<file path="src/hdl/sq8_vector_distance_core_defines.svh">
// assertion macros shared by the sq8 vector distance core
`ifndef SQ8_VECTOR_DISTANCE_CORE_DEFINES_SVH
`define SQ8_VECTOR_DISTANCE_CORE_DEFINES_SVH

// same-cycle implication, checked out of reset on clk
`define SQ8_ASSERT_IMP(lbl, cond, prop) \
  lbl: assert property (@(posedge clk) disable iff (!rst_n) (cond) |-> (prop)) \
    else $error("sq8 core assertion failed");

// next-cycle implication, checked out of reset on clk
`define SQ8_ASSERT_NXT(lbl, cond, prop) \
  lbl: assert property (@(posedge clk) disable iff (!rst_n) (cond) |=> (prop)) \
    else $error("sq8 core assertion failed");

`endif

</file>
<file path="src/hdl/sq8vd_pkg.sv">
// types, constants and helpers shared by the sq8 vector distance core
`timescale 1ns / 1ps

package sq8vd_pkg;

  localparam int FUNC_W = 2;
  localparam int DATA_W = 32;
  localparam int CODE_W = 8;
  localparam int DIST_W = 64;

  localparam int FRAC_BITS_DEF = 16;
  localparam int CMD_DEPTH_DEF = 4;
  localparam int RES_DEPTH_DEF = 2;

  // exact divide by 255: 32-bit and 16-bit reciprocal constants
  localparam logic [31:0] DIV255_M32  = 32'h8080_8081;
  localparam int          DIV255_SH32 = 39;
  localparam logic [15:0] DIV255_M16  = 16'h8081;
  localparam int          DIV255_SH16 = 23;
  localparam logic [15:0] DIV255_BIAS = 16'd127;
  localparam int          RQ_W        = 24;

  localparam logic signed [DATA_W-1:0] DATA_MAX = {1'b0, {(DATA_W-1){1'b1}}};
  localparam logic signed [DATA_W-1:0] DATA_MIN = {1'b1, {(DATA_W-1){1'b0}}};
  localparam logic signed [DIST_W-1:0] DIST_MAX = {1'b0, {(DIST_W-1){1'b1}}};
  localparam logic signed [DIST_W-1:0] DIST_MIN = {1'b1, {(DIST_W-1){1'b0}}};

  typedef enum logic [FUNC_W-1:0] {
    FUNC_QUERY_IP = 2'd0,
    FUNC_QUERY_L2 = 2'd1,
    FUNC_CODE_IP  = 2'd2,
    FUNC_CODE_L2  = 2'd3
  } func_t;

  typedef enum logic [3:0] {
    BK_IDLE,
    BK_DIV,
    BK_REM,
    BK_QUO,
    BK_DEQ,
    BK_OPS,
    BK_MUL,
    BK_RND,
    BK_ACC
  } bk_state_t;

  // classified word handed from front to back
  typedef struct packed {
    logic                     use_query;
    logic                     square;
    logic                     rng_neg;
    logic [DATA_W-1:0]        rng_mag;
    logic signed [DATA_W-1:0] query;
    logic [CODE_W-1:0]        code_a;
    logic [CODE_W-1:0]        code_b;
    logic signed [DATA_W-1:0] lb;
    logic                     last;
  } cmd_t;

  typedef struct packed {
    logic signed [DIST_W-1:0] distance;
    logic                     overflowed;
  } res_t;

  function automatic logic [DATA_W-1:0] abs32(input logic signed [DATA_W-1:0] v);
    logic [DATA_W-1:0] u;
    u = v;
    return v[DATA_W-1] ? (~u + 1'b1) : u;
  endfunction

endpackage

</file>
<file path="src/hdl/sq8vd_front.sv">
// front end: takes input words and classifies them for the back end
`timescale 1ns / 1ps

module sq8vd_front (
  input  logic                                in_push,
  output logic                                in_full,
  input  logic [sq8vd_pkg::FUNC_W-1:0]        in_func,
  input  logic signed [sq8vd_pkg::DATA_W-1:0] in_query_value,
  input  logic [sq8vd_pkg::CODE_W-1:0]        in_code_a,
  input  logic [sq8vd_pkg::CODE_W-1:0]        in_code_b,
  input  logic signed [sq8vd_pkg::DATA_W-1:0] in_lower_bound,
  input  logic signed [sq8vd_pkg::DATA_W-1:0] in_range_width,
  input  logic                                in_last_element,
  output logic                                q_push,
  input  logic                                q_full,
  output sq8vd_pkg::cmd_t                     q_data
);
  import sq8vd_pkg::*;

  logic use_query, square;

  // first operand source and term kind
  always_comb begin
    case (func_t'(in_func))
      FUNC_QUERY_IP: begin
        use_query = 1'b1;
        square    = 1'b0;
      end
      FUNC_QUERY_L2: begin
        use_query = 1'b1;
        square    = 1'b1;
      end
      FUNC_CODE_IP: begin
        use_query = 1'b0;
        square    = 1'b0;
      end
      FUNC_CODE_L2: begin
        use_query = 1'b0;
        square    = 1'b1;
      end
      default: begin
        use_query = 1'b0;
        square    = 1'b0;
      end
    endcase
  end

  assign in_full = q_full;
  assign q_push  = in_push;

  always_comb begin
    q_data.use_query = use_query;
    q_data.square    = square;
    q_data.rng_neg   = in_range_width[DATA_W-1];
    q_data.rng_mag   = abs32(in_range_width);
    q_data.query     = in_query_value;
    q_data.code_a    = in_code_a;
    q_data.code_b    = in_code_b;
    q_data.lb        = in_lower_bound;
    q_data.last      = in_last_element;
  end

endmodule

</file>
<file path="config.mk">
export PLATFORM = sky130hd
export DESIGN_NAME = sq8vd_front
export DESIGN_NICKNAME = d
export VERILOG_FILES = /design/src/hdl/sq8_vector_distance_core_defines.svh /design/src/hdl/sq8vd_pkg.sv /design/src/hdl/sq8vd_front.sv
export SDC_FILE = /design/constraint.sdc
export NUM_CORES = 1
export LEC_CHECK = 0
export BUFFER_PORTS_ARGS = -buffer_cell sky130_fd_sc_hd__buf_2
export CAP_MARGIN = 20
export CORE_AREA = 2 2 91 93
export DETAILED_ROUTE_END_ITERATION = 7
export DIE_AREA = 0 0 93 95
export GPL_TIMING_DRIVEN = 0
export RECOVER_POWER = 25
export SYNTH_ARGS = -nofsm -noshare
export SYNTH_HDL_FRONTEND = slang
export SYNTH_SLANG_ARGS = --single-unit
export TNS_END_PERCENT = 100
</file>
<file path="constraint.sdc">
create_clock -name vclk -period 4.64
set_input_delay 0.928 -clock vclk [all_inputs]
set_output_delay 0.928 -clock vclk [all_outputs]
set_load 0.005 [all_outputs]
</file>
==> summary.md <==
| Metric | Value |
|---|---|
| Status | `finished, final reports clean` |
| Post-route ant nets | `0` |
| Place WS | `1.10 ns` |
| Fin worst setup slack | `1.14 ns` |
| Area Overhead vs Synth | `61.8%` |
| Wirelength per Cell | `12.2 um` |
| Fin crit period | `3.50 ns` |
| Vias in the first global route | `1,484` |
| Leak pwr | `0.00121 uW` |
| Req. time, crit path | `3.71 ns` |
| Syn_area_per_cell | `7.67 um2` |
| CP endpoint kind | `output port` |
| GR Util All Layers | `10.6%` |
| Tightest Pin Transition | `0.649 ns` |
| Number of diodes | `0` |
| Synth top area cells | `buf_4 (46%), xnor2_1 (18%), o41ai_2 (7.9%)` |
| Final-report setup violation count | `0` |
| Worst Path Arrival | `2.57 ns` |
| Mapped Area | `1430 um2` |
| Residual DRC | `0` |
| Register area share after synthesis | `0%` |
| Cts repair resizes | `0` |
| Slowest stage delay, CP | `0.50 ns` |
| Slowest CP cell | `nor4_4` |
| Final TNS setup | `0 ns` |
| Num ports | `235` |
| Crit Path Max Fanout | `7` |
| Max-cap violations | `0` |
| Mapped Cells | `187` |
| Fill cells | `895` |
| Fraction of layout cells with a size suffix above 1 | `74.3%` |
| Final Max Tran Viols | `0` |
| Via Count | `1,723` |
| Non-Filler Instances | `443` |
| Worst Path Buf+Inv | `2` |
| Dpl cells | `443` |
| Pwr/cell area | `88.6 nW/um2` |
| Initial antenna violation count | `0` |
| Chip Height | `95 um` |
| Critical Path Start Type | `primary input` |
| Most common cell after layout, fill and taps aside | `buf_2` |
| Die Span X | `93 um` |
| Hold WC Path Type | `primary input to output port` |
| Syn Nets | `305` |
| First-pass GRT wire length | `7430 um` |
| Synth area leader | `buf_4` |
| Core Util, Final | `29.3%` |
| Seq_cells | `0` |
| Hold Vio Cnt, Final | `0` |
| Hold Crit Start | `q_full` |
| Peak VDD IR | `0.0361 mV` |
| CLK BUF | `0` |
| Setup bufs post-CTS | `0` |
| Most frequent cells in the layout | `buf_2 (150), buf_4 (59), xnor2_1 (29), clkbuf_4 (28), nand2_1 (11)` |
| Period utilisation layout | `75.4%` |
| DR pass1 iterations | `2` |
| RSZ-0062 raised after global routing | `false` |
| Crit path from | `in_range_width[8]` |
| HPWL Detailed | `4980 um` |
| Setup CP Type | `primary input to output port` |
| # rows | `33` |
| Register area | `0 um2` |
| Die area | `8840 um2` |
| Via density | `3.89` |
| GRT overflow | `0` |
| Hold buffers post-CTS | `0` |
| Yosys cell types | `26` |
| Initial Util | `18.1%` |
| Final WL | `5390 um` |
| Final GP Congestion | `0.711` |
| Critical-path cell list | `buf_2, nor4_4, nand4_2, o41ai_2, xnor2_1, buf_2` |
| Layout net count | `458` |
| Most used cell along the critical path | `buf_2` |
| Cell family with the largest share of critical-path delay | `simple AND/OR/NAND/NOR gates` |
| Ys Warns | `0` |
| Placeable Area | `7930 um2` |
| Yosys top cell area share | `45.5%` |
| Largest net degree at the start of global routing | `11` |
| PortBufs | `151` |
| Fmax | `286 MHz` |
| Rel. slew slack | `56.4%` |
| Starting DRT DRC Count | `25` |
==> synth_stat cells <==
cell type  count
buf_4         87
xnor2_1       29
nand2_1       11
o31ai_1       10
o41ai_2        7
o21ai_0        6
nand2b_1       4
nor2_1         4
clkbuf_1       3
inv_1          3
nor4_1         3
buf_1          2
nand3_1        2
nand3b_1       2
nor3_1         2
nor4_4         2
ha_1           1
nand3_4        1
nand4_1        1
nand4_2        1
nor3_2         1
nor4_2         1
o41ai_1        1
or2_2          1
or2b_1         1
or3_1          1
==> final timing paths <==
kind / endpoint / slack [ns] / depth (start not counted)
min: in_full / 2.02 / 2
max: q_data[110] / 1.14 / 6
==> layout make-up <==
| type | count | area (um2) | share of cell area (%) |
|---|---|---|---|
| tap | 105 | 131 | 5.66 |
| multi-input combinational | 92 | 751 | 32.4 |
| buffer | 92 | 672 | 29.0 |
| timing repair buffer | 151 | 754 | 32.5 |
| inverter | 3 | 11.3 | 0.485 |
==> per-stage QoR <==
step	hold slack [ns]	area, um2	power (uW)
floorplan	1.92	1430	111
global placement	2.02	2320	209
detailed placement	2.02	2320	211
CTS	2.02	2320	212
global route	2.03	2320	227
finish	2.02	2320	206
==> kinds of logic (layout without fill, tap and decap cells) <==
kind of cell / after synthesis / after routing / synth area share (%)
adders and majority gates: 1 / 1 / 0.872
xor gates and xnor gates: 29 / 29 / 17.7
buffers and inverters: 95 / 246 / 47.6
AOI/OAI and AO/OA: 24 / 24 / 15.9
and+or+nand+nor: 38 / 38 / 17.9
==> power breakdown <==
group / leakage (uW) / switching, uW / internal [uW]
clock: 0 / 0 / 0
combinational: 0.00121 / 82.3 / 123
sequential: 0 / 0 / 0
==> metal layers <==
metal	track usage [%]	wire length (um)	part of all wire, %
met1	10.2	1660	31
met5	0	0	0
met3	1.52	564	10
met4	0	0	0
met2	24.3	3160	59
(Power assumes the default switching activity.)
