==> src/hdl/sq8_vector_distance_core_defines.svh <==
// assertion macros shared by the sq8 vector distance core
`ifndef SQ8_VECTOR_DISTANCE_CORE_DEFINES_SVH
`define SQ8_VECTOR_DISTANCE_CORE_DEFINES_SVH

// same-cycle implication, checked out of reset on clk
`define SQ8_ASSERT_IMP(lbl, cond, prop) \
  lbl: assert property (@(posedge clk) disable iff (!rst_n) (cond) |-> (prop)) \
    else $error("sq8 core assertion failed");

// next-cycle implication, checked out of reset on clk
`define SQ8_ASSERT_NXT(lbl, cond, prop) \
  lbl: assert property (@(posedge clk) disable iff (!rst_n) (cond) |=> (prop)) \
    else $error("sq8 core assertion failed");

`endif

==> src/hdl/sq8vd_pkg.sv <==
// types, constants and helpers shared by the sq8 vector distance core
`timescale 1ns / 1ps

package sq8vd_pkg;

  localparam int FUNC_W = 2;
  localparam int DATA_W = 32;
  localparam int CODE_W = 8;
  localparam int DIST_W = 64;

  localparam int FRAC_BITS_DEF = 16;
  localparam int CMD_DEPTH_DEF = 4;
  localparam int RES_DEPTH_DEF = 2;

  // exact divide by 255: 32-bit and 16-bit reciprocal constants
  localparam logic [31:0] DIV255_M32  = 32'h8080_8081;
  localparam int          DIV255_SH32 = 39;
  localparam logic [15:0] DIV255_M16  = 16'h8081;
  localparam int          DIV255_SH16 = 23;
  localparam logic [15:0] DIV255_BIAS = 16'd127;
  localparam int          RQ_W        = 24;

  localparam logic signed [DATA_W-1:0] DATA_MAX = {1'b0, {(DATA_W-1){1'b1}}};
  localparam logic signed [DATA_W-1:0] DATA_MIN = {1'b1, {(DATA_W-1){1'b0}}};
  localparam logic signed [DIST_W-1:0] DIST_MAX = {1'b0, {(DIST_W-1){1'b1}}};
  localparam logic signed [DIST_W-1:0] DIST_MIN = {1'b1, {(DIST_W-1){1'b0}}};

  typedef enum logic [FUNC_W-1:0] {
    FUNC_QUERY_IP = 2'd0,
    FUNC_QUERY_L2 = 2'd1,
    FUNC_CODE_IP  = 2'd2,
    FUNC_CODE_L2  = 2'd3
  } func_t;

  typedef enum logic [3:0] {
    BK_IDLE,
    BK_DIV,
    BK_REM,
    BK_QUO,
    BK_DEQ,
    BK_OPS,
    BK_MUL,
    BK_RND,
    BK_ACC
  } bk_state_t;

  // classified word handed from front to back
  typedef struct packed {
    logic                     use_query;
    logic                     square;
    logic                     rng_neg;
    logic [DATA_W-1:0]        rng_mag;
    logic signed [DATA_W-1:0] query;
    logic [CODE_W-1:0]        code_a;
    logic [CODE_W-1:0]        code_b;
    logic signed [DATA_W-1:0] lb;
    logic                     last;
  } cmd_t;

  typedef struct packed {
    logic signed [DIST_W-1:0] distance;
    logic                     overflowed;
  } res_t;

  function automatic logic [DATA_W-1:0] abs32(input logic signed [DATA_W-1:0] v);
    logic [DATA_W-1:0] u;
    u = v;
    return v[DATA_W-1] ? (~u + 1'b1) : u;
  endfunction

endpackage

==> src/hdl/sq8vd_fifo.sv <==
// small register queue with push/full and pop/empty sides
`timescale 1ns / 1ps

module sq8vd_fifo #(
  parameter int WIDTH = $bits(sq8vd_pkg::cmd_t),
  parameter int DEPTH = sq8vd_pkg::CMD_DEPTH_DEF
) (
  input  logic             clk,
  input  logic             rst_n,
  input  logic             push,
  output logic             full,
  input  logic [WIDTH-1:0] wdata,
  input  logic             pop,
  output logic             empty,
  output logic [WIDTH-1:0] rdata
);
  import sq8vd_pkg::*;

  localparam int AW = (DEPTH > 1) ? $clog2(DEPTH) : 1;
  localparam int CW = $clog2(DEPTH + 1);

  logic [WIDTH-1:0] mem_r [DEPTH];
  logic [AW-1:0]    wptr_r, wptr_nxt;
  logic [AW-1:0]    rptr_r, rptr_nxt;
  logic [CW-1:0]    count_r, count_nxt;
  logic             do_push, do_pop;

  assign full    = (count_r == CW'(DEPTH));
  assign empty   = (count_r == '0);
  assign do_push = push & ~full;
  assign do_pop  = pop & ~empty;
  assign rdata   = mem_r[rptr_r];

  always_comb begin
    wptr_nxt = wptr_r;
    rptr_nxt = rptr_r;
    if (do_push) begin
      wptr_nxt = (wptr_r == AW'(DEPTH - 1)) ? '0 : wptr_r + 1'b1;
    end
    if (do_pop) begin
      rptr_nxt = (rptr_r == AW'(DEPTH - 1)) ? '0 : rptr_r + 1'b1;
    end
    case ({do_push, do_pop})
      2'b10:   count_nxt = count_r + 1'b1;
      2'b01:   count_nxt = count_r - 1'b1;
      default: count_nxt = count_r;
    endcase
  end

  always_ff @(posedge clk) begin
    if (!rst_n) begin
      wptr_r  <= '0;
      rptr_r  <= '0;
      count_r <= '0;
    end else begin
      wptr_r  <= wptr_nxt;
      rptr_r  <= rptr_nxt;
      count_r <= count_nxt;
    end
  end

  always_ff @(posedge clk) begin
    if (do_push) begin
      mem_r[wptr_r] <= wdata;
    end
  end

endmodule

==> config.mk <==
export PLATFORM = sky130hd
export DESIGN_NAME = sq8vd_fifo
export DESIGN_NICKNAME = d
export VERILOG_FILES = /design/src/hdl/sq8_vector_distance_core_defines.svh /design/src/hdl/sq8vd_pkg.sv /design/src/hdl/sq8vd_fifo.sv
export SDC_FILE = /design/constraint.sdc
export NUM_CORES = 1
export LEC_CHECK = 0
export ABC_AREA = 1
export BUFFER_PORTS_ARGS = -buffer_cell sky130_fd_sc_hd__buf_2
export CORE_MARGIN = 2
export CORE_UTILIZATION = 30
export DETAILED_ROUTE_END_ITERATION = 6
export PLACE_DENSITY = 0.5
export SYNTH_ARGS = -nofsm -noshare
export SYNTH_HDL_FRONTEND = slang
export SYNTH_SLANG_ARGS = --single-unit
export TNS_END_PERCENT = 1
==> constraint.sdc <==
create_clock -name clk -period 6.3 [get_ports clk]
set_input_delay 0.315 -clock clk [delete_from_list [all_inputs] [get_ports clk]]
set_output_delay 0.315 -clock clk [all_outputs]
set_load 0.005 [all_outputs]
==> results.json, run 1 <==
{
  "area_growth_syn_to_layout_pct": 25.99,
  "routedWlPerCell_um": 17.90,
  "grt_overflow": 0,
  "fp.coreArea_mm2": 0.05869,
  "port_buffers": 237,
  "cts.sinks": 473,
  "hold_violations": 0,
  "syn-cell-area_mm2": 0.01771,
  "ant_nets": 0,
  "stdcell_count": 2346,
  "dieHeight_um": 247.0,
  "max_stage_delay_ps": 830,
  "cp.required_ps": 5980,
  "rows": 89,
  "highest_layer": "met4",
  "async_flop_share_pct": 0,
  "wl_mm": 42.00,
  "power.ir.vdd_worst_mv": 0.2389,
  "endpoint_kind": "primary output",
  "netlist_instances": 1192,
  "report.final.slew_viol_count": 0,
  "setup_viol": 0,
  "synth_top_flop_cell": "edfxtp_1",
  "die_x_um": 247.0,
  "max_freq_ghz": 0.2764,
  "die_area_mm2": 0.06099,
  "routed-wl-met2_mm": 19.31,
  "critPathArrivalTime_ps": 3300,
  "relSlewSlack_pct": 32.96,
  "first_iter_violations": 515,
  "dp.cells": 2134,
  "critical_path.max_fanout": 154,
  "rsz0062_at_grt": "false",
  "track_usage_pct": 13.50,
  "place_hpwl_mm": 20.96,
  "drt-pass1-iter-count": 5,
  "clk_path_buf_depth": 3,
  "gp_congestion": 0.7162,
  "synth_top_cell_area_share_pct": 78.67,
  "synth_common_cells": "464 x edfxtp_1, 246 x nor2_1, 162 x o21ai_0, 116 x o22ai_1, 72 x o21ai_1",
  "finClkSkew_ps": 29.20,
  "crit_type": "flop to primary output",
  "layout_min_cycle_time_ps": 3618,
  "ios": 238,
  "synth.most_common_cell": "edfxtp_1",
  "tightest_slew_ps": 1006,
  "p_total_w": 0.008945,
  "wl_met3_mm": 2.925,
  "yosysWarnings": 0,
  "vias": 10820,
  "ys_types": 22,
  "drv_cap": 0,
  "avgSynthCellArea_um2": 14.86,
  "viasPerCell": 4.614,
  "finalSetupTns_ps": 0,
  "drc": 0,
  "cts-root-buf": "clkbuf_16",
  "ys_seq_area_share_pct": 79.69,
  "yosys-top-cells-area": "edfxtp_1 79%, nor2_1 5.2%, o21ai_0 4.6%",
  "post-route-util_pct": 38.02,
  "status": "finished clean",
  "clk_latency_ps": 590,
  "slowest_stage": "buf_4",
  "cts_tree": "yes",
  "worst-path-buf-inv": 3,
  "rr_startpoint": "count_r[1]$_SDFFE_PN0P_",
  "hold_path_class": "primary input to flop",
  "start_kind": "flop",
  "wl_met1_mm": 18.81,
  "grt_pass1_vias": 10800,
  "yosys_register_bits": 473,
  "grt_max_degree": 155,
  "antenna_found_initial": 3,
  "crit_family": "buffers and inverters",
  "fin_nets": 1657,
  "grt_pass1_wl_mm": 63.35,
  "path_cells": "inv_8 > buf_4 > o21ai_1 > o22ai_1 > buf_2",
  "yosys.area.top_type": "edfxtp_1",
  "min-delay-start": "rst_n",
  "layout-drive-gt1-share_pct": 20.57,
  "path_clk_slew_ps": 60,
  "initial_utilization_pct": 30.18,
  "period_share_pct": 57.43,
  "leakage_nw": 7.740,
  "syn_nets": 1319,
  "numCtsBuffers": 51,
  "synth-edff-count": 464,
  "power_density_mw_per_mm2": 400.9,
  "htree_levels": 2
}
==> where the power goes <==
part	switching, W	internal [W]	leakage, nW	total, W
clock	0.00117	0.00174	0.795	0.00291
sequential	0.000155	0.00378	4.33	0.00394
combinational	0.00134	0.000761	2.61	0.00210
==> cell type report <==
class,count,area (µm²)
timing repair buffer,361,2457
fill,5600,36370
clock inverter,28,265.3
inverter,18,80.08
sequential,473,14120
tap,773,967.2
multi-input combinational,625,3044
clock buffer,65,1371
antenna,3,7.507
==> worst register-to-register path, stage by stage (launching register included) <==
cell     delay, ps
dfxtp_1        350
nor2_1          70
nand2_1         80
nand2_1        330
nor2_4         230
buf_12         610
==> layer usage <==
layer / GRT usage, % / up-vias
met4: 4.305 / 0
met3: 3.744 / 60
met2: 21.45 / 278
met1: 17.87 / 5298
met5: 0 / -
li1: - / 5188
==> path summary, 6_finish.rpt <==
kind / to / slack, ps / cells past startpoint
worst max-delay path: rdata[68] / 2680 / 5
worst min-delay path: wptr_r[0]$_SDFFE_PN0P_ / 50 / 3
worst max register to register: mem_r[0][61]$_DFFE_PP_ / 4160 / 5
worst min register to register: count_r[0]$_SDFFE_PN0P_ / 530 / 2
==> cells in the final DEF, fill, tap and decap left out, types with 5 or more instances in the layout <==
cell and n:
nand2_1 13, nor2_1 242, inv_1 16, o21ai_0 162
clkbuf_16 53, o22ai_1 116, ha_1 6, clkbuf_1 12
dlygate4sd3_1 116, clkinv_1 12, bufinv_16 5, edfxtp_1 464
buf_2 237, o21ai_1 72, dfxtp_1 7, clkinv_2 7
==> flip-flops by register name, indices dropped and copies added (netlist names), named ones only <==
register	cells
mem_r	464
wptr_r	2
count_r	3
rptr_r	2
==> what timing repair did <==
| action | 4_1_cts | 5_1_grt |
|---|---|---|
| hold buffers | 116 | 0 |
| buffers inserted | 0 | 0 |
| gates resized for setup | 0 | 0 |
| setup endpoints to repair | 0 | 0 |
| hold endpoints to repair | 464 | 0 |
==> kinds of logic after synthesis <==
family | after synthesis | synth area share [%]
flops | 473 | 79.69
compound gates | 354 | 10.82
simple gates | 264 | 5.659
buf+inv | 94 | 3.292
fa+ha+maj | 7 | 0.5369
==> metrics by stage <==
step                hold WS (ps)  area, µm²  worst slack [ps]
global route               34.15      22310              2376
CTS                        1.128      22310              2519
global placement           498.6      19510              3203
finish                     50.78      22310              2682
floorplan                  413.9      17710             255.5
detailed placement         519.3      19510              3137
Power figures use the tool's default switching activity.
==> run 2: changes to the inputs <==
--- a/config.mk
+++ b/config.mk
@@ -5,7 +5,7 @@
 export SDC_FILE = /design/constraint.sdc
 export NUM_CORES = 1
 export LEC_CHECK = 0
-export ABC_AREA = 1
+export ABC_AREA = 0
 export BUFFER_PORTS_ARGS = -buffer_cell sky130_fd_sc_hd__buf_2
 export CORE_MARGIN = 2
 export CORE_UTILIZATION = 30
==> constraint.sdc (replaced) <==
create_clock -name clk -period 3 [get_ports clk]
set_input_delay 0.15 -clock clk [delete_from_list [all_inputs] [get_ports clk]]
set_output_delay 0.15 -clock clk [all_outputs]
set_load 0.005 [all_outputs]
==> run 2 against run 1 <==
Against the previous run:
- first-iteration DRC count is 17% lower
- non-clock buffer count up 14
- largest power group unchanged
- design area fell by 0.27%
- critical path type unchanged
==> results.json, run 2 <==
{
  "finalSetupTns_ps": 0,
  "die_area_mm2": 0.05924,
  "routedWlPerCell_um": 19.73,
  "ys_types": 23,
  "hold_path_class": "primary input to flop",
  "cts_hold_buffers": 118,
  "max_freq_ghz": 0.4033,
  "synth-edff-count": 464,
  "power_density_mw_per_mm2": 803.9,
  "final_cell_mix": "464 x edfxtp_1, 237 x buf_2, 118 x dlygate4sd3_1",
  "dp.cells": 1647,
  "stdcell_count": 1852,
  "syn_nets": 789,
  "area_growth_syn_to_layout_pct": 29.43,
  "setup_viol": 0,
  "top_regs": "mem_r: 464 flops, count_r: 3 flops",
  "cp.required_ps": 2850,
  "synth_top_cell_area_share_pct": 81.04,
  "cts_tree": "yes",
  "fp.coreArea_mm2": 0.05650,
  "grt_pass1_wl_mm": 55.19,
  "cts_resized": 0,
  "finClkSkew_ps": 19.81,
  "critical_path.max_fanout": 17,
  "grt_max_degree": 62,
  "viasPerCell": 4.402,
  "rows": 87,
  "report.final.slew_viol_count": 0,
  "avgSynthCellArea_um2": 25.97,
  "tightest_slew_ps": 640.9,
  "drv_cap": 0,
  "yosys-top-cells-area": "edfxtp_1 81%, mux4_2 15%, dfxtp_1 1.0%",
  "gp_congestion": 0.6878,
  "async_flop_share_pct": 0,
  "yosys.area.top_type": "edfxtp_1",
  "wl_mm": 36.54,
  "relSlewSlack_pct": 56.91,
  "port_buffers": 237,
  "regMostFlops": "mem_r",
  "drc": 0,
  "leakage_nw": 7.424,
  "grt_pass1_vias": 8795,
  "grt_overflow": 0,
  "power.ir.vdd_worst_mv": 0.4148,
  "largest_reg_flops": 464,
  "track_usage_pct": 12.34,
  "yosys_register_bits": 473,
  "clk_path_buf_depth": 3,
  "yosysWarnings": 0,
  "endpoint_kind": "primary output",
  "first_iter_violations": 426,
  "ios": 238,
  "vias": 8152,
  "fin_nets": 1188,
  "layout-drive-gt1-share_pct": 41.00,
  "htree_levels": 2,
  "layout_min_cycle_time_ps": 2479,
  "rsz0062_at_grt": "false",
  "start_kind": "flop",
  "ys_seq_area_share_pct": 82.09,
  "ant_nets": 0,
  "clk_latency_ps": 580,
  "antenna_found_initial": 3,
  "drt-pass1-iter-count": 4,
  "numCtsBuffers": 50,
  "path_clk_slew_ps": 60,
  "cts-root-buf": "clkbuf_16",
  "cts.sinks": 473,
  "crit_type": "flop to primary output",
  "synth.most_common_cell": "edfxtp_1",
  "final_common_cell": "edfxtp_1",
  "critPathArrivalTime_ps": 2330,
  "status": "finished clean",
  "cts_setup_buffers": 0,
  "netlist_instances": 662,
  "synth_top_flop_cell": "edfxtp_1",
  "die_x_um": 243.4,
  "dieHeight_um": 243.4,
  "hold_violations": 0,
  "synth_common_cells": "464 x edfxtp_1, 116 x mux4_2, 13 x buf_2, 9 x clkbuf_1, 9 x dfxtp_1",
  "period_share_pct": 82.65,
  "place_hpwl_mm": 21.70,
  "syn-cell-area_mm2": 0.01719,
  "initial_utilization_pct": 30.43
}
run 2: final timing paths:
kind / from / end / slack [ps] / cells after the start
setup / recovery: flop / rdata[73] / 520 / 3
hold / removal: push / wptr_r[0]$_SDFFE_PN0P_ / 90 / 3
setup reg to reg: count_r[1]$_SDFFE_PN0P_ / mem_r[2][92]$_DFFE_PP_ / 720 / 4
hold reg to reg: wptr_r[1]$_SDFFE_PN0P_ / wptr_r[1]$_SDFFE_PN0P_ / 510 / 2
run 2: kinds of logic after synthesis:
family          after synthesis  synth area share [%]
simple gates                 21                0.6187
xor+xnor                      2                0.1019
fa+ha+maj                     7                0.5531
mux                         118                 15.31
compound gates                6                0.2038
buf+inv                      35                 1.121
flops                       473                 82.09
run 2: per-stage QoR:
stage	utilization, %	power (W)	instance area, µm²	hold slack, ps	setup WS, ps
after global routing	39.38	0.01876	22250	57.97	357.0
final	39.39	0.01789	22250	89.46	520.6
after floorplan	-	0.01047	17190	248.9	-1003
after global placement	34.52	0.01209	19500	365.3	727.5
after CTS	39.38	0.01829	22250	36.61	406.0
after detailed placement	34.52	0.01210	19500	367.0	718.9
run 2: critical path, cell delays in order (launching register included):
cell and delay [ps]:
dfxtp_4 640, buf_4 380, mux4_2 550, buf_2 160
run 2: routing by layer:
layer	part of all wire, %	GRT usage, %
met5	0.074	0
met4	1.6	3.140
met3	7.5	4.098
met2	47	19.61
met1	44	16.32
run 2: power breakdown:
part	leakage, nW	total, W	switching [W]	internal, W
clock	0.765	0.00596	0.00247	0.00348
sequential	4.33	0.00820	0.000213	0.00799
combinational	2.33	0.00373	0.00179	0.00194
total	7.42	0.0179	0.00448	0.0134
run 2: layout make-up:
class                   count  area, µm²
repair buffers            375       2693
well taps                 756      945.9
fillers                  5053      34240
flip-flops and latches    473      14120
clock inverters            27      282.8
diodes                      1      2.502
multi-input cells         154       2897
inverters                   7      26.28
clock buffers              59       1285
